--- src/hdl/crce_pkg.sv ---
`timescale 1ns / 1ps
// ----------------------------------------------------------------------------
// crce_pkg
// Types, codes and frame tables shared by the card reader command engine.
// ----------------------------------------------------------------------------
package crce_pkg;

  typedef struct packed {
    logic [1:0]  req_type;
    logic [2:0]  command;
    logic [31:0] amount;
    logic [7:0]  sim_position;
    logic [7:0]  rx_byte;
  } crce_in_t;

  typedef struct packed {
    logic [1:0]  kind;
    logic [4:0]  tag;
    logic [55:0] value;
    logic        last;
  } crce_out_t;

  localparam logic [1:0] REQ_CMD  = 2'd0;
  localparam logic [1:0] REQ_BYTE = 2'd1;
  localparam logic [1:0] REQ_POLL = 2'd2;

  localparam logic [1:0] KIND_TX  = 2'd0;
  localparam logic [1:0] KIND_REP = 2'd1;
  localparam logic [1:0] KIND_END = 2'd2;

  localparam logic [1:0] OUT_OK      = 2'd0;
  localparam logic [1:0] OUT_FAILED  = 2'd1;
  localparam logic [1:0] OUT_TIMEOUT = 2'd2;

  localparam logic [1:0] REG_PIN     = 2'd0;
  localparam logic [1:0] REG_TIMEOUT = 2'd1;
  localparam logic [1:0] REG_RETRY   = 2'd2;

  localparam logic [3:0] CMD_FIND     = 4'd0;
  localparam logic [3:0] CMD_PRETREAT = 4'd1;
  localparam logic [3:0] CMD_START    = 4'd2;
  localparam logic [3:0] CMD_STOP     = 4'd3;
  localparam logic [3:0] CMD_ADD      = 4'd4;
  localparam logic [3:0] CMD_EJECT    = 4'd5;
  localparam logic [3:0] CMD_SIM      = 4'd6;
  localparam logic [3:0] CMD_ANT_OFF  = 4'd7;
  localparam logic [3:0] CMD_CHECK    = 4'd8;

  localparam logic [7:0] STX_BYTE     = 8'h02;
  localparam logic [7:0] ETX_BYTE     = 8'h03;
  localparam logic [7:0] STATUS_OK    = 8'h59;
  localparam logic [7:0] STATUS_EJECT = 8'h30;
  localparam logic [7:0] FLAG_YES     = 8'h30;
  localparam logic [5:0] STATUS_POS   = 6'd5;
  localparam logic [5:0] FIELD_POS    = 6'd6;

  typedef enum logic [3:0] {
    ST_IDLE, ST_SEND, ST_RECV, ST_TX, ST_CL_RD, ST_CL_ST, ST_CL_DEC,
    ST_REP0, ST_F_RD, ST_F_SH, ST_F_EM, ST_END
  } crce_state_e;

  typedef enum logic [1:0] {EM_TX, EM_ST, EM_FIELD, EM_END} emit_sel_e;

  typedef enum logic [1:0] {FM_RAW, FM_ACC30, FM_ST30, FM_ST59} fmode_e;

  typedef struct packed {
    logic [4:0] tag;
    logic [2:0] cnt;
    fmode_e     mode;
  } field_t;

  typedef struct packed {
    logic       latch_req;
    logic       rx_store;
    logic       clr_mark;
    logic       poll_inc;
    logic       tx_start;
    logic       close_clr;
    logic       retry_inc;
    logic       chain;
    logic       st_load;
    logic       acc_clr;
    logic       acc_shift;
    logic       rd_en;
    logic [5:0] rd_addr;
    logic       emit;
    emit_sel_e  emit_sel;
    logic [4:0] tx_idx;
    logic       tx_last;
    logic [4:0] tag;
    fmode_e     mode;
    logic [1:0] end_code;
    logic       last;
  } crce_cmd_t;

  typedef struct packed {
    logic [3:0] cmd;
    logic       mark;
    logic       rx_nz;
    logic       poll_expired;
    logic       retry_ok;
    logic       frame_ok;
    logic       can_emit;
  } crce_stat_t;

  function automatic logic [4:0] pay_len(input logic [3:0] c);
    logic [4:0] p;
    case (c)
      CMD_PRETREAT: p = 5'd10;
      CMD_START:    p = 5'd7;
      CMD_STOP:     p = 5'd11;
      CMD_SIM:      p = 5'd1;
      default:      p = 5'd0;
    endcase
    return p;
  endfunction

  function automatic logic [4:0] frame_len(input logic [3:0] c);
    return pay_len(c) + 5'd7;
  endfunction

  function automatic logic [7:0] cls_byte(input logic [3:0] c);
    logic [7:0] b;
    case (c)
      CMD_EJECT, CMD_SIM: b = 8'h32;
      CMD_ANT_OFF:        b = 8'h34;
      default:            b = 8'h51;
    endcase
    return b;
  endfunction

  function automatic logic [7:0] op_byte(input logic [3:0] c);
    logic [7:0] b;
    case (c)
      CMD_FIND:     b = 8'h37;
      CMD_PRETREAT: b = 8'h36;
      CMD_START:    b = 8'h30;
      CMD_STOP:     b = 8'h34;
      CMD_ADD:      b = 8'h35;
      CMD_EJECT:    b = 8'h40;
      CMD_SIM:      b = 8'h41;
      CMD_ANT_OFF:  b = 8'h42;
      default:      b = 8'h56;
    endcase
    return b;
  endfunction

  // Every byte of the request frame except the trailing check byte.
  function automatic logic [7:0] frame_byte(input logic [3:0] c, input logic [4:0] i,
                                            input logic [31:0] amt, input logic [23:0] pin,
                                            input logic [7:0] pos);
    logic [4:0] p;
    logic [4:0] j;
    logic [7:0] b;
    p = pay_len(c);
    j = i - 5'd5;
    b = 8'h00;
    if (i == 5'd0) begin
      b = STX_BYTE;
    end else if (i == 5'd1) begin
      b = 8'h00;
    end else if (i == 5'd2) begin
      b = {3'd0, p} + 8'd2;
    end else if (i == 5'd3) begin
      b = cls_byte(c);
    end else if (i == 5'd4) begin
      b = op_byte(c);
    end else if (i == p + 5'd5) begin
      b = ETX_BYTE;
    end else begin
      case (c)
        CMD_PRETREAT: begin
          if (j == 5'd7) b = pin[23:16];
          else if (j == 5'd8) b = pin[15:8];
          else if (j == 5'd9) b = pin[7:0];
        end
        CMD_STOP: begin
          if (j == 5'd0) b = amt[31:24];
          else if (j == 5'd1) b = amt[23:16];
          else if (j == 5'd2) b = amt[15:8];
          else if (j == 5'd3) b = amt[7:0];
        end
        CMD_SIM: b = pos;
        default: b = 8'h00;
      endcase
    end
    return b;
  endfunction

  function automatic logic [5:0] resp_len(input logic [3:0] c);
    logic [5:0] n;
    case (c)
      CMD_FIND:           n = 6'd10;
      CMD_PRETREAT:       n = 6'd28;
      CMD_START, CMD_STOP: n = 6'd12;
      CMD_ADD:            n = 6'd50;
      CMD_CHECK:          n = 6'd17;
      default:            n = 6'd8;
    endcase
    return n;
  endfunction

  function automatic logic [3:0] field_num(input logic [3:0] c);
    logic [3:0] n;
    case (c)
      CMD_FIND:     n = 4'd2;
      CMD_PRETREAT: n = 4'd7;
      CMD_ADD:      n = 4'd11;
      default:      n = 4'd1;
    endcase
    return n;
  endfunction

  function automatic field_t fe(input logic [4:0] t, input logic [2:0] n, input fmode_e m);
    field_t f;
    f.tag  = t;
    f.cnt  = n;
    f.mode = m;
    return f;
  endfunction

  // Fields reported after the status byte, read in order from byte six on.
  function automatic field_t field_get(input logic [3:0] c, input logic [3:0] k);
    field_t f;
    f = fe(5'd3, 3'd1, FM_RAW);
    case (c)
      CMD_FIND: f = (k == 4'd0) ? fe(5'd1, 3'd1, FM_ACC30) : fe(5'd2, 3'd1, FM_ACC30);
      CMD_PRETREAT: begin
        case (k)
          4'd0:    f = fe(5'd3, 3'd1, FM_RAW);
          4'd1:    f = fe(5'd4, 3'd1, FM_RAW);
          4'd2:    f = fe(5'd5, 3'd4, FM_RAW);
          4'd3:    f = fe(5'd6, 3'd4, FM_RAW);
          4'd4:    f = fe(5'd7, 3'd4, FM_RAW);
          4'd5:    f = fe(5'd8, 3'd2, FM_RAW);
          default: f = fe(5'd9, 3'd2, FM_RAW);
        endcase
      end
      CMD_START, CMD_STOP: f = fe(5'd7, 3'd4, FM_RAW);
      CMD_ADD: begin
        case (k)
          4'd0:    f = fe(5'd5, 3'd4, FM_RAW);
          4'd1:    f = fe(5'd6, 3'd4, FM_RAW);
          4'd2:    f = fe(5'd10, 3'd4, FM_RAW);
          4'd3:    f = fe(5'd11, 3'd2, FM_RAW);
          4'd4:    f = fe(5'd7, 3'd4, FM_RAW);
          4'd5:    f = fe(5'd12, 3'd4, FM_RAW);
          4'd6:    f = fe(5'd13, 3'd1, FM_RAW);
          4'd7:    f = fe(5'd14, 3'd6, FM_RAW);
          4'd8:    f = fe(5'd15, 3'd7, FM_RAW);
          4'd9:    f = fe(5'd16, 3'd2, FM_RAW);
          default: f = fe(5'd17, 3'd4, FM_RAW);
        endcase
      end
      CMD_EJECT:   f = fe(5'd18, 3'd0, FM_ST30);
      CMD_SIM:     f = fe(5'd19, 3'd0, FM_ST59);
      CMD_ANT_OFF: f = fe(5'd20, 3'd0, FM_ST59);
      default:     f = fe(5'd3, 3'd1, FM_RAW);
    endcase
    return f;
  endfunction

endpackage

--- src/hdl/crce_ctrl.sv ---
`timescale 1ns / 1ps
// ----------------------------------------------------------------------------
// crce_ctrl
// Exchange sequencer: takes requests, bytes and polls, and steps the datapath
// through frame transmission, response readout and field reporting.
// ----------------------------------------------------------------------------
module crce_ctrl (
  input  logic                 clk_i,
  input  logic                 rst_ni,
  input  logic                 in_valid_i,
  input  logic [1:0]           req_type_i,
  output logic                 in_ready_o,
  input  crce_pkg::crce_stat_t stat_i,
  output crce_pkg::crce_cmd_t  cmd_o
);
  import crce_pkg::*;

  crce_state_e state_q, state_d;
  logic [4:0]  tx_idx_q, tx_idx_d;
  logic [3:0]  fld_q, fld_d;
  logic [2:0]  byte_q, byte_d;
  logic [5:0]  ptr_q, ptr_d;
  logic [1:0]  end_q, end_d;

  logic   fire;
  logic   is_find;
  logic   fld_last;
  logic   retryable;
  field_t fi, fi_next;

  assign in_ready_o = (state_q == ST_IDLE) || (state_q == ST_SEND) || (state_q == ST_RECV);
  assign fire       = in_valid_i && in_ready_o;
  assign is_find    = (stat_i.cmd == CMD_FIND);
  assign fi         = field_get(stat_i.cmd, fld_q);
  assign fi_next    = field_get(stat_i.cmd, fld_q + 4'd1);
  assign fld_last   = (fld_q == field_num(stat_i.cmd) - 4'd1);
  assign retryable  = (stat_i.cmd >= CMD_START) && (stat_i.cmd <= CMD_ANT_OFF);

  always_comb begin
    state_d  = state_q;
    tx_idx_d = tx_idx_q;
    fld_d    = fld_q;
    byte_d   = byte_q;
    ptr_d    = ptr_q;
    end_d    = end_q;
    unique case (state_q)
      ST_IDLE: begin
        if (fire && req_type_i == REQ_CMD) state_d = ST_SEND;
      end
      ST_SEND: begin
        if (fire && req_type_i == REQ_POLL) begin
          state_d  = ST_TX;
          tx_idx_d = 5'd0;
        end
      end
      ST_RECV: begin
        if (fire && req_type_i == REQ_CMD) begin
          state_d = ST_SEND;
        end else if (fire && req_type_i == REQ_POLL && !stat_i.mark) begin
          if (stat_i.rx_nz) begin
            state_d = ST_CL_RD;
          end else if (stat_i.poll_expired) begin
            state_d = ST_END;
            end_d   = OUT_TIMEOUT;
          end
        end
      end
      ST_TX: begin
        if (stat_i.can_emit) begin
          tx_idx_d = tx_idx_q + 5'd1;
          if (cmd_o.tx_last) state_d = ST_RECV;
        end
      end
      ST_CL_RD: state_d = ST_CL_ST;
      ST_CL_ST: state_d = ST_CL_DEC;
      ST_CL_DEC: begin
        if (stat_i.frame_ok) begin
          state_d = ST_REP0;
        end else if (retryable && stat_i.retry_ok) begin
          state_d = ST_SEND;
        end else begin
          state_d = ST_END;
          end_d   = OUT_FAILED;
        end
      end
      ST_REP0: begin
        if (stat_i.can_emit) begin
          fld_d   = 4'd0;
          ptr_d   = FIELD_POS;
          byte_d  = 3'd0;
          state_d = (fi.cnt != 3'd0) ? ST_F_RD : ST_F_EM;
        end
      end
      ST_F_RD: begin
        ptr_d   = ptr_q + 6'd1;
        byte_d  = byte_q + 3'd1;
        state_d = ST_F_SH;
      end
      ST_F_SH: state_d = (byte_q == fi.cnt) ? ST_F_EM : ST_F_RD;
      ST_F_EM: begin
        if (stat_i.can_emit) begin
          byte_d = 3'd0;
          fld_d  = fld_q + 4'd1;
          if (fld_last) begin
            if (is_find) begin
              state_d = ST_SEND;
            end else begin
              state_d = ST_END;
              end_d   = OUT_OK;
            end
          end else begin
            state_d = (fi_next.cnt != 3'd0) ? ST_F_RD : ST_F_EM;
          end
        end
      end
      ST_END: begin
        if (stat_i.can_emit) state_d = ST_IDLE;
      end
      default: state_d = ST_IDLE;
    endcase
  end

  always_comb begin
    cmd_o          = '0;
    cmd_o.emit_sel = EM_TX;
    cmd_o.mode     = fi.mode;
    cmd_o.tag      = fi.tag;
    cmd_o.tx_idx   = tx_idx_q;
    cmd_o.tx_last  = (tx_idx_q == frame_len(stat_i.cmd) - 5'd1);
    cmd_o.end_code = end_q;
    cmd_o.rd_addr  = ptr_q;
    cmd_o.latch_req = fire && (req_type_i == REQ_CMD);
    unique case (state_q)
      ST_SEND: begin
        cmd_o.tx_start = fire && (req_type_i == REQ_POLL);
      end
      ST_RECV: begin
        if (fire && req_type_i == REQ_BYTE) cmd_o.rx_store = 1'b1;
        if (fire && req_type_i == REQ_POLL) begin
          if (stat_i.mark) begin
            cmd_o.clr_mark = 1'b1;
          end else if (!stat_i.rx_nz) begin
            if (stat_i.poll_expired) cmd_o.close_clr = 1'b1;
            else cmd_o.poll_inc = 1'b1;
          end
        end
      end
      ST_TX: begin
        cmd_o.emit     = stat_i.can_emit;
        cmd_o.emit_sel = EM_TX;
        cmd_o.last     = cmd_o.tx_last;
      end
      ST_CL_RD: begin
        cmd_o.rd_en   = 1'b1;
        cmd_o.rd_addr = STATUS_POS;
      end
      ST_CL_ST: cmd_o.st_load = 1'b1;
      ST_CL_DEC: begin
        cmd_o.close_clr = 1'b1;
        cmd_o.retry_inc = !stat_i.frame_ok && retryable && stat_i.retry_ok;
      end
      ST_REP0: begin
        cmd_o.emit     = stat_i.can_emit;
        cmd_o.emit_sel = EM_ST;
        cmd_o.acc_clr  = stat_i.can_emit;
      end
      ST_F_RD: cmd_o.rd_en = 1'b1;
      ST_F_SH: cmd_o.acc_shift = 1'b1;
      ST_F_EM: begin
        cmd_o.emit     = stat_i.can_emit;
        cmd_o.emit_sel = EM_FIELD;
        cmd_o.acc_clr  = stat_i.can_emit;
        cmd_o.last     = is_find && fld_last;
        cmd_o.chain    = stat_i.can_emit && is_find && fld_last;
      end
      ST_END: begin
        cmd_o.emit     = stat_i.can_emit;
        cmd_o.emit_sel = EM_END;
        cmd_o.last     = 1'b1;
      end
      default: ;
    endcase
  end

  always_ff @(posedge clk_i or negedge rst_ni) begin
    if (!rst_ni) begin
      state_q  <= ST_IDLE;
      tx_idx_q <= '0;
      fld_q    <= '0;
      byte_q   <= '0;
      ptr_q    <= '0;
      end_q    <= OUT_OK;
    end else begin
      state_q  <= state_d;
      tx_idx_q <= tx_idx_d;
      fld_q    <= fld_d;
      byte_q   <= byte_d;
      ptr_q    <= ptr_d;
      end_q    <= end_d;
    end
  end

`ifndef SYNTHESIS
  a_emit_room: assert property (@(posedge clk_i) disable iff (!rst_ni)
    cmd_o.emit |-> stat_i.can_emit) else $error("word emitted into a full output register");
  a_one_input_action: assert property (@(posedge clk_i) disable iff (!rst_ni)
    $onehot0({cmd_o.latch_req, cmd_o.rx_store, cmd_o.clr_mark, cmd_o.poll_inc,
              cmd_o.tx_start})) else $error("more than one input action at once");
  a_tx_done: assert property (@(posedge clk_i) disable iff (!rst_ni)
    (state_q == ST_TX && cmd_o.emit && cmd_o.tx_last) |=> state_q == ST_RECV)
    else $error("frame transmission did not hand over to receive");
  a_close_seq: assert property (@(posedge clk_i) disable iff (!rst_ni)
    (state_q == ST_CL_RD) |=> ##1 state_q == ST_CL_DEC)
    else $error("close sequence broken");
`endif

endmodule

--- src/hdl/crce_dp.sv ---
`timescale 1ns / 1ps
// ----------------------------------------------------------------------------
// crce_dp
// Datapath: configuration, held request, receive buffer memory, check sums,
// field assembly and the output register.
// ----------------------------------------------------------------------------
module crce_dp #(
  parameter int RX_DEPTH = 64
) (
  input  logic                 clk_i,
  input  logic                 rst_ni,
  input  logic                 cfg_we_i,
  input  logic [1:0]           cfg_idx_i,
  input  logic [23:0]          cfg_data_i,
  input  crce_pkg::crce_in_t   in_data_i,
  input  crce_pkg::crce_cmd_t  cmd_i,
  output crce_pkg::crce_stat_t stat_o,
  output logic                 out_valid_o,
  input  logic                 out_ready_i,
  output crce_pkg::crce_out_t  out_data_o
);
  import crce_pkg::*;

  localparam int AW = $clog2(RX_DEPTH);
  localparam int CW = $clog2(RX_DEPTH + 1);

  logic [23:0]   pin_q;
  logic [7:0]    tmo_q, rlim_q;
  logic [3:0]    cmd_q;
  logic [31:0]   amt_q;
  logic [7:0]    pos_q;
  logic [CW-1:0] rx_cnt_q;
  logic          mark_q;
  logic [7:0]    xor_q, poll_q, retry_q, tx_xor_q, st_q, rd_q;
  logic [55:0]   acc_q;
  logic [7:0]    mem [RX_DEPTH];
  logic          out_valid_q;
  crce_out_t     out_q;

  logic          can_emit;
  logic          reader;
  logic [7:0]    tx_byte;
  crce_out_t     word;

  assign can_emit = !out_valid_q || out_ready_i;
  assign reader   = (cmd_q <= CMD_ADD) || (cmd_q == CMD_CHECK);
  assign tx_byte  = cmd_i.tx_last ? tx_xor_q
                                  : frame_byte(cmd_q, cmd_i.tx_idx, amt_q, pin_q, pos_q);

  always_comb begin
    stat_o.cmd          = cmd_q;
    stat_o.mark         = mark_q;
    stat_o.rx_nz        = (rx_cnt_q != '0);
    stat_o.poll_expired = (poll_q >= tmo_q);
    stat_o.retry_ok     = (retry_q < rlim_q);
    stat_o.frame_ok     = (rx_cnt_q == CW'(resp_len(cmd_q))) && (xor_q == 8'h00) &&
                          (!reader || st_q == STATUS_OK);
    stat_o.can_emit     = can_emit;
  end

  always_comb begin
    word      = '0;
    word.last = cmd_i.last;
    case (cmd_i.emit_sel)
      EM_TX: begin
        word.kind  = KIND_TX;
        word.value = {48'd0, tx_byte};
      end
      EM_ST: begin
        word.kind  = KIND_REP;
        word.value = {48'd0, st_q};
      end
      EM_FIELD: begin
        word.kind = KIND_REP;
        word.tag  = cmd_i.tag;
        case (cmd_i.mode)
          FM_RAW:   word.value = acc_q;
          FM_ACC30: word.value = {55'd0, acc_q[7:0] == FLAG_YES};
          FM_ST30:  word.value = {55'd0, st_q == STATUS_EJECT};
          default:  word.value = {55'd0, st_q == STATUS_OK};
        endcase
      end
      default: begin
        word.kind  = KIND_END;
        word.value = {54'd0, cmd_i.end_code};
      end
    endcase
  end

  // Receive memory: one write port, one registered read port.
  always_ff @(posedge clk_i) begin
    if (cmd_i.rx_store && rx_cnt_q < CW'(RX_DEPTH)) begin
      mem[rx_cnt_q[AW-1:0]] <= in_data_i.rx_byte;
    end
    if (cmd_i.rd_en) rd_q <= mem[AW'(cmd_i.rd_addr)];
  end

  always_ff @(posedge clk_i) begin
    if (cmd_i.st_load) st_q <= rd_q;
    if (cmd_i.acc_clr) acc_q <= '0;
    else if (cmd_i.acc_shift) acc_q <= {acc_q[47:0], rd_q};
    if (cmd_i.emit) out_q <= word;
  end

  always_ff @(posedge clk_i or negedge rst_ni) begin
    if (!rst_ni) begin
      pin_q       <= '0;
      tmo_q       <= 8'd100;
      rlim_q      <= 8'd3;
      cmd_q       <= '0;
      amt_q       <= '0;
      pos_q       <= '0;
      rx_cnt_q    <= '0;
      mark_q      <= 1'b0;
      xor_q       <= '0;
      poll_q      <= '0;
      retry_q     <= '0;
      tx_xor_q    <= '0;
      out_valid_q <= 1'b0;
    end else begin
      if (cfg_we_i) begin
        case (cfg_idx_i)
          REG_PIN:     pin_q  <= cfg_data_i;
          REG_TIMEOUT: tmo_q  <= cfg_data_i[7:0];
          REG_RETRY:   rlim_q <= cfg_data_i[7:0];
          default: ;
        endcase
      end
      if (cmd_i.latch_req) begin
        cmd_q    <= {1'b0, in_data_i.command};
        amt_q    <= in_data_i.amount;
        pos_q    <= in_data_i.sim_position;
        retry_q  <= '0;
        poll_q   <= '0;
        rx_cnt_q <= '0;
        xor_q    <= '0;
        mark_q   <= 1'b0;
      end
      if (cmd_i.tx_start) begin
        rx_cnt_q <= '0;
        xor_q    <= '0;
        mark_q   <= 1'b0;
        poll_q   <= '0;
        tx_xor_q <= '0;
      end
      if (cmd_i.emit && cmd_i.emit_sel == EM_TX) tx_xor_q <= tx_xor_q ^ tx_byte;
      if (cmd_i.rx_store) begin
        mark_q <= 1'b1;
        if (rx_cnt_q < CW'(RX_DEPTH)) begin
          rx_cnt_q <= rx_cnt_q + CW'(1);
          xor_q    <= xor_q ^ in_data_i.rx_byte;
        end
      end
      if (cmd_i.clr_mark) mark_q <= 1'b0;
      if (cmd_i.poll_inc) poll_q <= poll_q + 8'd1;
      if (cmd_i.close_clr) begin
        rx_cnt_q <= '0;
        xor_q    <= '0;
        poll_q   <= '0;
      end
      if (cmd_i.retry_inc) retry_q <= retry_q + 8'd1;
      if (cmd_i.chain) begin
        cmd_q   <= CMD_CHECK;
        retry_q <= '0;
      end
      if (cmd_i.emit) out_valid_q <= 1'b1;
      else if (out_ready_i) out_valid_q <= 1'b0;
    end
  end

  assign out_valid_o = out_valid_q;
  assign out_data_o  = out_q;

endmodule

--- src/hdl/card_reader_command_engine_unit.sv ---
`timescale 1ns / 1ps
// ----------------------------------------------------------------------------
// card_reader_command_engine_unit
// Command and response engine for a serial card reader.
// ----------------------------------------------------------------------------
// Requests, bytes and polls are taken in the idle, send and receive states.
// A sending poll sends a 7 to 18 byte frame, one word a cycle while not stalled.
// A closing poll reads the status byte through CL_RD, CL_ST and CL_DEC and, if
// the frame checks out, emits the status word; each report field then reads its
// response bytes through the registered receive buffer port, a read and a shift
// state per byte, and emits its word; an end word follows, or a find reply chains
// into a check command. Emits wait on output stalls. Reset is asynchronous,
// active low, and leaves the engine idle with default registers; no clearing pass.
module card_reader_command_engine_unit #(
  parameter int RX_DEPTH = 64
) (
  input  logic                clk_i,
  input  logic                rst_ni,
  input  logic                cfg_we_i,
  input  logic [1:0]          cfg_idx_i,
  input  logic [23:0]         cfg_data_i,
  input  logic                in_valid_i,
  output logic                in_ready_o,
  input  crce_pkg::crce_in_t  in_data_i,
  output logic                out_valid_o,
  input  logic                out_ready_i,
  output crce_pkg::crce_out_t out_data_o
);
  import crce_pkg::*;

  crce_cmd_t  cmd;
  crce_stat_t stat;

  crce_ctrl u_ctrl (
    .clk_i      (clk_i),
    .rst_ni     (rst_ni),
    .in_valid_i (in_valid_i),
    .req_type_i (in_data_i.req_type),
    .in_ready_o (in_ready_o),
    .stat_i     (stat),
    .cmd_o      (cmd)
  );

  crce_dp #(
    .RX_DEPTH (RX_DEPTH)
  ) u_dp (
    .clk_i       (clk_i),
    .rst_ni      (rst_ni),
    .cfg_we_i    (cfg_we_i),
    .cfg_idx_i   (cfg_idx_i),
    .cfg_data_i  (cfg_data_i),
    .in_data_i   (in_data_i),
    .cmd_i       (cmd),
    .stat_o      (stat),
    .out_valid_o (out_valid_o),
    .out_ready_i (out_ready_i),
    .out_data_o  (out_data_o)
  );

endmodule
--- config.mk ---
export PLATFORM = sky130hd
export DESIGN_NAME = card_reader_command_engine_unit
export DESIGN_NICKNAME = d
export VERILOG_FILES = /design/src/hdl/crce_pkg.sv /design/src/hdl/crce_ctrl.sv /design/src/hdl/crce_dp.sv /design/src/hdl/card_reader_command_engine_unit.sv
export SDC_FILE = /design/constraint.sdc
export NUM_CORES = 1
export LEC_CHECK = 0
export BUFFER_PORTS_ARGS = -buffer_cell sky130_fd_sc_hd__clkbuf_2
export CORE_MARGIN = 3
export CORE_UTILIZATION = 30
export DETAILED_ROUTE_END_ITERATION = 16
export SETUP_SLACK_MARGIN = 0.1
export SYNTH_ARGS = -nofsm -noshare
export SYNTH_HDL_FRONTEND = slang
export SYNTH_SLANG_ARGS = --single-unit
export TNS_END_PERCENT = 30
--- constraint.sdc ---
create_clock -name clk_i -period 5.4 [get_ports clk_i]
set_clock_uncertainty 0.2 [all_clocks]
set_input_delay 0.54 -clock clk_i [delete_from_list [all_inputs] [get_ports clk_i]]
set_output_delay 0.54 -clock clk_i [all_outputs]
set_load 0.05 [all_outputs]
== Yosys cells after proc, flatten, opt, wreduce, memory -nomap -nowiden ==
Memory sizes are Yosys's and may differ from the RTL's. A register that Yosys moved wholly into a read port is not among the register bits.
Cells that the tools add are included.
Word-level totals
  flip-flop bits (word level): 277
  RAM bits: 512
  ROM bits: 304
  input port bits: 84
  output and inout bits: 66
  logic and storage cells: 303
  memories kept: 4
Cells by class
  add/sub/neg operators: 13
  order comparisons: 6
  equality and inequality tests: 73
  muxes and demuxes: 116
  bitwise logic cells: 2
  reduce and logical (&&, ||, !) cells: 64
Memory list
  u_dp.mem: words 64, bits a word 8, read ports 1, clocked after Yosys merged registers in 1, write ports 1, line crce_dp.sv:36  | logic [7:0] mem [RX_DEPTH];
  (name not given): words 16, bits a word 8, read ports 1, clocked after Yosys merged registers in 0, write ports 0, line crce_pkg.sv:241  | case (k)
  (name not given): words 16, bits a word 8, read ports 1, clocked after Yosys merged registers in 0, write ports 0, line crce_pkg.sv:241
  (name not given): words 8, bits a word 6, read ports 1, clocked after Yosys merged registers in 0, write ports 0, line crce_pkg.sv:134  | case (c)
Operators by type and width (count)
  one-hot mux 56 bit (3 select lines): 2
  two-way mux 8 bit: 28
  two-way mux 4 bit: 18
  one-hot mux 10 bit (7 select lines): 1
  one-hot mux 9 bit (6 select lines): 1
  == test 4 x 3 -> 1 bit, second input constant: 12
  one-hot mux 4 bit (12 select lines): 1
  two-way mux 7 bit: 6
  one-hot mux 5 bit (7 select lines): 1
  == test 4 x 2 -> 1 bit, second input constant: 8
  one-hot mux 5 bit (6 select lines): 1
  one-hot mux 6 bit (5 select lines): 1
  two-way mux 2 bit: 13
  two-way mux 1 bit: 24
  one-hot mux 8 bit (3 select lines): 1
  == test 4 bit, second input constant: 5
  == test 5 x 2 -> 1 bit, second input constant: 4
  != test 2 bit, second input constant: 9
  adder 8 x 1 -> 8 bit, second input constant: 2
  == test 4 x 1 -> 1 bit, second input constant: 4
  == test 8 x 6 -> 1 bit, second input constant: 2
  logical AND 1 bit: 16
  logical NOT 4 bit: 4
  one-hot mux 4 bit (4 select lines): 1
  57 further kinds: 109

== Depth between registers and ports, before layout ==
Gate-level depths: netlist (run 1).
  depth after elaboration: 16
  gate-level depth with buffers: 14
  depth with buffers taken out: 11

== Cells and area by module ==
From an unflattened synthesis (run 1), not the netlist that was laid out.
Unflattened totals
  cell total of the unflattened synthesis: 2193
  area, all modules: 34247.8 sq um
Modules (own cells, without submodules)
  crce_dp: instances 1, cells each 1859, area each 31724.2 sq um, seq. area each 22032.4 sq um
  crce_ctrl: instances 1, cells each 334, area each 2523.7 sq um, seq. area each 600.6 sq um

== Worst setup path before layout (run 1) ==
OpenSTA, ideal clock, no wires.
  kind: register to register
  start point: reg u_ctrl.state_q[2]
  end point: reg u_dp.out_q (netlist bit u_dp.out_data_o[0]) (enable)
  setup time: 0.486 ns
  arrival time: 4.063 ns
  data required time: 4.714 ns
  path slack: 0.650 ns
  cell stages (with the launch flop): 8
  buffers on the path: 1
  clock period less this slack: 4.750 ns
  cell sequence: dfrtp_1 > buf_2 > inv_1 > nor2_1 > a21oi_1 > nor2b_1 > nor2_1 > nor2_1
RTL lines
  start: declaration: line crce_ctrl.sv:18  | crce_state_e state_q, state_d;
  start signal: assignment: line crce_ctrl.sv:194  | state_q <= state_d;
  end signal: assignment: line crce_dp.sv:102  | if (cmd_i.emit) out_q <= word;
  end: declaration: line crce_dp.sv:38  | crce_out_t out_q;

== Worst setup path in the final report (run 1) ==
  start point: reg u_ctrl.state_q[1]
  end point: reg u_dp.rd_q[6] (read register of u_dp.mem) (data pin)
Between the ends
  cells in the longest elaborated chain, start to end: 3
  elaborated cells between the ends (all ways): 5
  those cells by class: 2 x eq/ne; 2 x mux; 1 x reduce/logical
RTL lines
  == test 4 x 3 -> 1 bit or == test 4 bit (tied branches): line crce_ctrl.sv:133  | unique case (state_q)
  OR reduction 2 bit (no line)
  two-way mux 1 bit: line crce_ctrl.sv:133
  end: declaration: line crce_dp.sv:34  | logic [7:0] xor_q, poll_q, retry_q, tx_xor_q, st_q, rd_q;
Parallel ways exist; a longest one is shown, timed or not.
A chain may end at the register's enable or synchronous reset.

==> impl_metrics.py, run 1 <==
metrics = {
    "run_status": {
        "status": "finished, final reports clean",
    },
    "clock_network": {
        "cts_made_buffers": 86,
        "clock_latency_ps": 660,
        "cts_setup_buffers": 0,
        "cts_buffer_depth": 3,
        "ctsResizeCount": 0,
        "clk_pin_slew_ps": 60,
        "cts_tree": "done",
        "clock-root-buffer": "clkbuf_16",
        "cts_sinks": 797,
        "cts_hold_buffers": 68,
        "htreeDepth": 3,
    },
    "setup_path": {
        "worstSetupPathType": "flip-flop to flip-flop",
        "crit_fanout": 43,
        "critPathBufInv": 1,
        "cp-start-kind": "flip-flop",
        "cp_common_cell": "mux2i_1",
        "r2r_cells": 8,
        "reg2reg_from": "u_ctrl.state_q[1]$_DFFE_PN0P_",
        "reg2reg_slack_ps": 1260,
        "path_cells": "nor4b_2 > or2_4 > buf_4 > mux2i_1 > mux2i_1 > mux2i_1 > a22oi_1 > and4_1",
        "cp_top_family": "simple AND/OR/NAND/NOR gates",
        "max_stage_delay_ps": 730,
        "crit_slowest_cell": "or2_4",
        "worst_ep_arrival_time_ps": 4350,
        "timing.rr.end": "u_dp.rd_q[6]$_DFFE_PP_",
        "crit_path_end_kind": "flip-flop",
        "critical_path_required_ps": 5610,
    },
    "global_routing": {
        "grt-ovfl-total": 0,
        "grt_pass1_vias": 22800,
        "track_usage_pct": 15.4,
        "antenna_found_initial": 1,
        "grt_pass1_wl_mm": 144,
        "grt_max_degree": 71,
    },
    "synth": {
        "synth_edf_count": 592,
        "async_reset_ff_share_pct": 18.7,
        "syn-num-nets": 2848,
        "synth_top_family_by_area": "simple AND/OR/NAND/NOR gates",
        "yosys-mux-area-fraction_pct": 10.3,
        "synth-simple-area-share_pct": 12.8,
        "syn_inst": 2723,
        "synth_area_leaders": "edfxtp_1 (51%), dfrtp_1 (10%), mux2i_1 (5.0%)",
        "ys_types": 92,
        "ys.flop_type": "edfxtp_1",
        "yosys.area_share.xor_xnor_pct": 0.772,
        "ys_ff_latch": 797,
        "avgSynthCellArea_um2": 12.9,
        "yosys.area.top_type": "edfxtp_1",
        "syn_area_um2": 35200,
        "synthAdderAreaFrac_pct": 1.46,
        "ys_warn_count": 0,
        "synth_compound_area_share_pct": 7.63,
        "synth_top_area_share_pct": 50.6,
        "seq_area_frac_synth_pct": 64.4,
    },
    "timing": {
        "maxSlewViolCount": 0,
        "fmax_mhz": 242,
        "fin_tns_setup_ps": 0,
        "period_needed_ps": 4140,
        "finalHoldViolCount": 0,
        "post-route-period-util_pct": 76.7,
        "setup_viol": 0,
        "rsz0062_at_grt": "false",
        "worst_slew_pin_slew_ps": 1230,
        "slew_headroom_pct": 17.7,
    },
    "power": {
        "switching_power_w": 0.00749,
        "p_total_w": 0.0204,
        "p_leak_nw": 15.6,
        "swShare_pct": 36.6,
        "p_per_area_nw_per_um2": 497,
        "p_int_w": 0.0129,
        "clkPwrFrac_pct": 28.8,
        "irDropWorstVdd_uv": 261,
        "power_frac_seq_pct": 39.0,
        "power_frac_comb_pct": 32.2,
    },
    "cells_and_area": {
        "num-nets-final": 3051,
        "layout-drive-gt1-share_pct": 16.3,
        "area.growth.synth_to_final_pct": 17.0,
        "fillers": 11100,
    },
    "routing": {
        "ant_nets": 0,
        "detail_route.iter0.violations": 2113,
        "routedWlPerCell_um": 20.9,
        "drcViolationCount": 0,
        "vias_per_cell": 5.06,
        "routed_wl_mm": 94.3,
        "vias": 22800,
        "first_pass_iters": 5,
    },
    "die": {
        "start_util_pct": 30.5,
        "io-pin-count": 150,
        "die_area_um2": 121000,
        "die_h_um": 348,
        "rows": 124,
        "coreArea_um2": 115000,
        "fp.dieW_um": 348,
    },
    "place": {
        "place_congestion": 0.922,
        "io_buffers": 149,
        "place_hpwl_mm": 61.9,
    },
    "hold_path": {
        "hold_end": "u_dp.cmd_q[2]$_DFFE_PN0P_",
        "min_path_cells": 3,
        "hp-start": "in_data_i[50]",
        "hold_path.class": "input pin to flip-flop",
    },
    "run": {
        "maxCapViolCount": 0,
    },
}
-- layout by cell type, fill, tap and decap left out, drive strengths merged, types with 19 or more instances in the layout --
cell type	n
dfxtp	56
mux2i	177
dfrtp	144
edfxtp	592
nand3	90
mux2	36
a22oi	29
and2	56
o21ai	72
inv	57
clkinv	38
a211oi	23
xor2	19
buf	58
a21oi	126
nor3	26
clkbuf	257
nor2	211
nand2	416
dlygate4sd3	68
nor2b	23
ha	41
mux4	64
-- state kept, by name (all words and copies together) (netlist names), 6 cells and up --
register / flops
u_dp.amt_q: 32
u_dp.pin_q: 24
u_dp.poll_q: 8
u_dp.st_q: 8
u_dp.pos_q: 8
u_dp.rlim_q: 8
u_dp.retry_q: 8
u_dp.out_data_o: 64
u_dp.tx_xor_q: 8
u_dp.acc_q: 56
u_dp.rx_cnt_q: 7
u_dp.rd_q: 8
u_dp.tmo_q: 8
u_dp.mem: 512
u_dp.xor_q: 8
u_ctrl.ptr_q: 6
-- cells in the mapped netlist, drive strengths merged, types with 8 or more instances --
library cell and count:
a211oi 23, a21o 9, a21oi 126, a22oi 29, a31oi 16, and2 56, and3 16, and4 11
buf 59, clkbuf 100, dfrtp 144, dfxtp 56, edfxtp 592, ha 41, inv 53, mux2 36
mux2i 177, mux4 64, nand2 416, nand2b 13, nand3 90, nand3b 13, nand4 10, nor2 211
nor2b 23, nor3 26, nor4 11, nor4b 13, o2111ai 9, o211ai 17, o21a 14, o21ai 72
o22ai 8, or2 12, xnor2 12, xor2 19
-- tightest hold or removal path, stage by stage --
cell	delay, ps
clkbuf_2	90
nand2_1	90
o21ai_0	80
-- logic make-up after synthesis --
| family | count (synthesis) |
|---|---|
| compound gates | 404 |
| xor+xnor | 31 |
| fa+ha+maj | 41 |
| buf+inv | 214 |
| flops | 797 |
| mux | 277 |
| simple gates | 959 |
-- metal layers --
metal / vias up / share of wire, % / routed length, µm / GRT usage, %
met5: - / 0 / 0 / 0
met4: 0 / 2.8 / 2610 / 5.03
met3: 140 / 6.8 / 6400 / 2.87
met2: 804 / 48 / 44900 / 25.4
met1: 11400 / 43 / 40400 / 20.5
li1: 10500 / - / - / -
-- cell type report --
type	count	area [µm²]	share of cell area (%)
repair buffers	274	1880	4.58
well taps	1512	1890	4.60
inverters	55	206	0.502
multi-input cells	1712	11700	28.4
flip-flops and latches	797	22600	55.0
diodes	1	2.50	0.00608
clock buffers	109	2310	5.62
clock inverters	51	542	1.32
-- power by group through the flow --
| stage | logic (W) | clock network, W | registers [W] |
|---|---|---|---|
| after global routing | 0.00711 | 0.00630 | 0.00806 |
| after global placement | 0.00649 | 0 | 0.00809 |
| after CTS | 0.00659 | 0.00603 | 0.00797 |
| final | 0.00658 | 0.00589 | 0.00796 |
| after floorplan | 0.00406 | 0 | 0.00857 |
| after detailed placement | 0.00652 | 0 | 0.00809 |
-- stage by stage --
step	worst slack (ps)	std cells	area, µm²	utilization (%)	hold slack, ps
floorplan	650	2723	35200	-	44.4
global placement	1320	4281	37600	32.6	242
detailed placement	1300	4281	37600	32.6	246
CTS	1250	4509	41100	35.7	2.87
global route	1020	4510	41100	35.7	1.51
finish	1260	4511	41100	35.7	8.95
-- worst max-delay path by stage --
stage	to	slack (ps)	cells after the start	from
after floorplan	u_dp.out_data_o[0]$_DFFE_PP_	650	7	u_ctrl.state_q[2]$_DFFE_PN0P_
after global placement	u_dp.rd_q[4]$_DFFE_PP_	1320	8	u_ctrl.state_q[1]$_DFFE_PN0P_
after detailed placement	u_dp.rd_q[6]$_DFFE_PP_	1300	8	u_ctrl.state_q[1]$_DFFE_PN0P_
after CTS	u_dp.rd_q[6]$_DFFE_PP_	1250	8	u_ctrl.state_q[1]$_DFFE_PN0P_
after global routing	u_dp.rd_q[4]$_DFFE_PP_	1020	8	u_ctrl.state_q[1]$_DFFE_PN0P_
final	u_dp.rd_q[6]$_DFFE_PP_	1260	8	u_ctrl.state_q[1]$_DFFE_PN0P_
Note: power is estimated with default switching activity, not from simulation.
==> inputs of run 2 (changes only) <==
--- a/config.mk
+++ b/config.mk
@@ -5,6 +5,7 @@
 export SDC_FILE = /design/constraint.sdc
 export NUM_CORES = 1
 export LEC_CHECK = 0
+export ABC_AREA = 1
 export BUFFER_PORTS_ARGS = -buffer_cell sky130_fd_sc_hd__clkbuf_2
 export CORE_MARGIN = 3
 export CORE_UTILIZATION = 30
==> constraint.sdc (replaced) <==
create_clock -name clk_i -period 3.8 [get_ports clk_i]
set_clock_uncertainty 0.2 [all_clocks]
set_input_delay 0.38 -clock clk_i [delete_from_list [all_inputs] [get_ports clk_i]]
set_output_delay 0.38 -clock clk_i [all_outputs]
set_load 0.05 [all_outputs]
==> impl_metrics.py, run 2 <==
metrics = {
    "run_status": {
        "status": "finished, final reports clean",
    },
    "clock_network": {
        "clk_pin_slew_ps": 60,
        "clock-root-buffer": "clkbuf_16",
        "cts_made_buffers": 86,
        "ctsResizeCount": 0,
        "cts_buffer_depth": 3,
        "clock_latency_ps": 660,
        "cts_tree": "done",
        "cts_sinks": 797,
        "htreeDepth": 3,
    },
    "timing": {
        "period_needed_ps": 3310,
        "finalHoldViolCount": 0,
        "setup_viol": 0,
        "rsz0062_at_grt": "false",
        "slew_headroom_pct": 33.3,
        "fin_ws_ps": 493,
        "fin_tns_setup_ps": 0,
        "fmax_mhz": 302,
        "maxSlewViolCount": 0,
        "post-route-period-util_pct": 87.0,
        "worst_slew_pin_slew_ps": 997,
    },
    "hold_path": {
        "hp-start": "in_data_i[52]",
        "min_path_cells": 4,
        "hold_path.class": "input pin to flip-flop",
        "hold_end": "u_dp.mark_q$_DFFE_PN0P_",
    },
    "routing": {
        "first_pass_iters": 7,
        "vias": 24700,
        "routed_wl_mm": 93.4,
        "ant_nets": 0,
        "routedWlPerCell_um": 18.5,
        "drcViolationCount": 0,
        "vias_per_cell": 4.89,
        "detail_route.iter0.violations": 2429,
    },
    "place": {
        "place_ws_ps": 564,
        "dpl.cell_count": 4823,
        "io_buffers": 149,
        "place_congestion": 0.895,
        "place_hpwl_mm": 61.3,
    },
    "global_routing": {
        "grt_pass1_vias": 24200,
        "antenna_found_initial": 1,
        "grt_pass1_wl_mm": 144,
        "track_usage_pct": 15.2,
        "grt_max_degree": 108,
        "grt-ovfl-total": 0,
    },
    "die": {
        "rows": 124,
        "start_util_pct": 30.4,
        "die_area_um2": 120000,
        "io-pin-count": 150,
        "fp.dieW_um": 347,
        "coreArea_um2": 115000,
        "die_h_um": 347,
    },
    "synth": {
        "synthTopCellsByCount": "edfxtp_1 (592), nor2_1 (526), nand2_1 (427)",
        "yosys.area.top_type": "edfxtp_1",
        "ys.flop_type": "edfxtp_1",
        "ys_ff_latch": 797,
        "synth_edf_count": 592,
        "avgSynthCellArea_um2": 10.8,
        "seq_area_frac_synth_pct": 64.9,
        "yosysMostFrequentCell": "edfxtp_1",
        "synth_top_area_share_pct": 51.0,
        "syn_inst": 3213,
        "synth_area_leaders": "edfxtp_1 (51%), dfrtp_1 (10%), nor2_1 (5.7%)",
        "syn-num-nets": 3338,
        "ys_warn_count": 0,
        "syn_area_um2": 34900,
        "async_reset_ff_share_pct": 18.7,
        "ys_types": 61,
    },
    "cells_and_area": {
        "n_antenna_cell": 0,
        "final_cell_mix": "edfxtp_1 (592), nor2_1 (523), nand2_1 (424)",
        "layout-drive-gt1-share_pct": 13.5,
        "area.growth.synth_to_final_pct": 18.4,
        "fillers": 11300,
        "mostFrequentLayoutCell": "edfxtp_1",
        "instances_no_fill": 5054,
        "largest_reg_flops": 512,
        "num-nets-final": 3596,
    },
    "power": {
        "p_leak_nw": 15.9,
        "p_per_area_nw_per_um2": 742,
        "irDropWorstVdd_uv": 386,
    },
    "setup_path": {
        "worst_ep_arrival_time_ps": 3670,
        "worstSetupPathType": "flip-flop to flip-flop",
        "crit_fanout": 12,
        "timing.rr.end": "u_ctrl.state_q[2]$_DFFE_PN0P_",
        "crit_path_end_kind": "flip-flop",
        "critical_path_required_ps": 4160,
        "cp-start-kind": "flip-flop",
        "r2r_cells": 14,
        "reg2reg_slack_ps": 490,
        "reg2reg_from": "u_dp.cmd_q[1]$_DFFE_PN0P_",
    },
    "run": {
        "maxCapViolCount": 0,
    },
}
-- run 2: cell types whose count changed in the layout (fill, tap and decap cells not counted), sizes merged, moves of 25 or more --
cell    change
o311ai     +62
and2       -55
o32ai      +64
a22oi      -25
nor2      +335
inv       +232
o211ai     +48
mux2i     -177
nand3      +36
o21ai     +207
o21bai     +64
mux4       -64
buf        +48
-- run 2: what timing repair did --
action,4_1_cts,5_1_grt
hold endpoints to repair,159,0
setup buffers,0,0
hold buffers,72,0
-- run 2: routing by layer --
layer	vias to the layer above	share of wire, %	GRT usage, %
li1	11800	-	-
met1	12000	44	20.9
met2	777	46	24.3
met3	159	7.1	2.90
met4	0	2.8	5.02
met5	-	0	0
-- run 2: kinds of logic (layout without fill, tap and decap cells) --
logic type,count (synthesis),in the layout,synth area share (%)
XOR/XNOR,30,30,0.754
flip-flops,797,797,64.9
AND/OR/NAND/NOR,1171,1171,14.2
AO/OA/AOI/OAI,711,711,12.9
buffers and inverters,449,778,5.35
multiplexers,14,14,0.452
adder cells (fa/ha/maj),41,41,1.47
-- run 2: worst max-delay path by stage --
stage                     cells after the start                           from  slack, ps                            end
final                                        14      u_dp.cmd_q[1]$_DFFE_PN0P_        490  u_ctrl.state_q[2]$_DFFE_PN0P_
after global placement                       11  u_ctrl.state_q[0]$_DFFE_PN0P_        600      u_dp.mem[35][3]$_DFFE_PP_
after CTS                                    10  u_ctrl.state_q[0]$_DFFE_PN0P_        530      u_dp.mem[16][3]$_DFFE_PP_
after global routing                         20      u_dp.cmd_q[1]$_DFFE_PN0P_        200   u_dp.out_data_o[3]$_DFFE_PP_
after detailed placement                      9  u_ctrl.state_q[0]$_DFFE_PN0P_        560      u_dp.mem[11][5]$_DFFE_PP_
after floorplan                               6  u_ctrl.state_q[0]$_DFFE_PN0P_        500   u_dp.out_data_o[0]$_DFFE_PP_
-- run 2: layout make-up --
cell class,count,area [µm²],share of cell area [%]
Multi-Input combinational cell,1967,10400,25.2
Sequential cell,797,22600,54.8
Clock inverter,44,485,1.18
Timing Repair Buffer,326,2410,5.84
Tap cell,1512,1890,4.58
Inverter,293,1110,2.69
Clock buffer,115,2330,5.65
-- run 2: power by group --
part	leakage, nW	internal, W	switching (W)
Combinational	6.79	0.00330	0.00758
Sequential	7.71	0.0106	0.000785
Clock	1.36	0.00477	0.00357
Total	15.9	0.0187	0.0119
-- run 2: worst max-delay path, cell delays in order (launching register included) --
cell and delay, ps:
dfrtp_1 590, nor2_4 120, nor2_2 410, inv_1 90, ha_1 220, xnor2_1 210, xor2_1 110, a211oi_1 180
nand3_1 190, buf_4 230, a211oi_1 280, nand2_1 130, inv_2 120, nand2_1 60, o21ai_1 70
-- run 2: metrics by stage --
step	total power [W]	util [%]	hold WS, ps	area, µm²
floorplan	0.0190	-	-116	34900
global placement	0.0222	32.9	240	37700
detailed placement	0.0223	32.9	246	37700
CTS	0.0308	35.9	3.01	41300
global route	0.0325	35.9	54.0	41300
finish	0.0306	35.9	56.7	41300
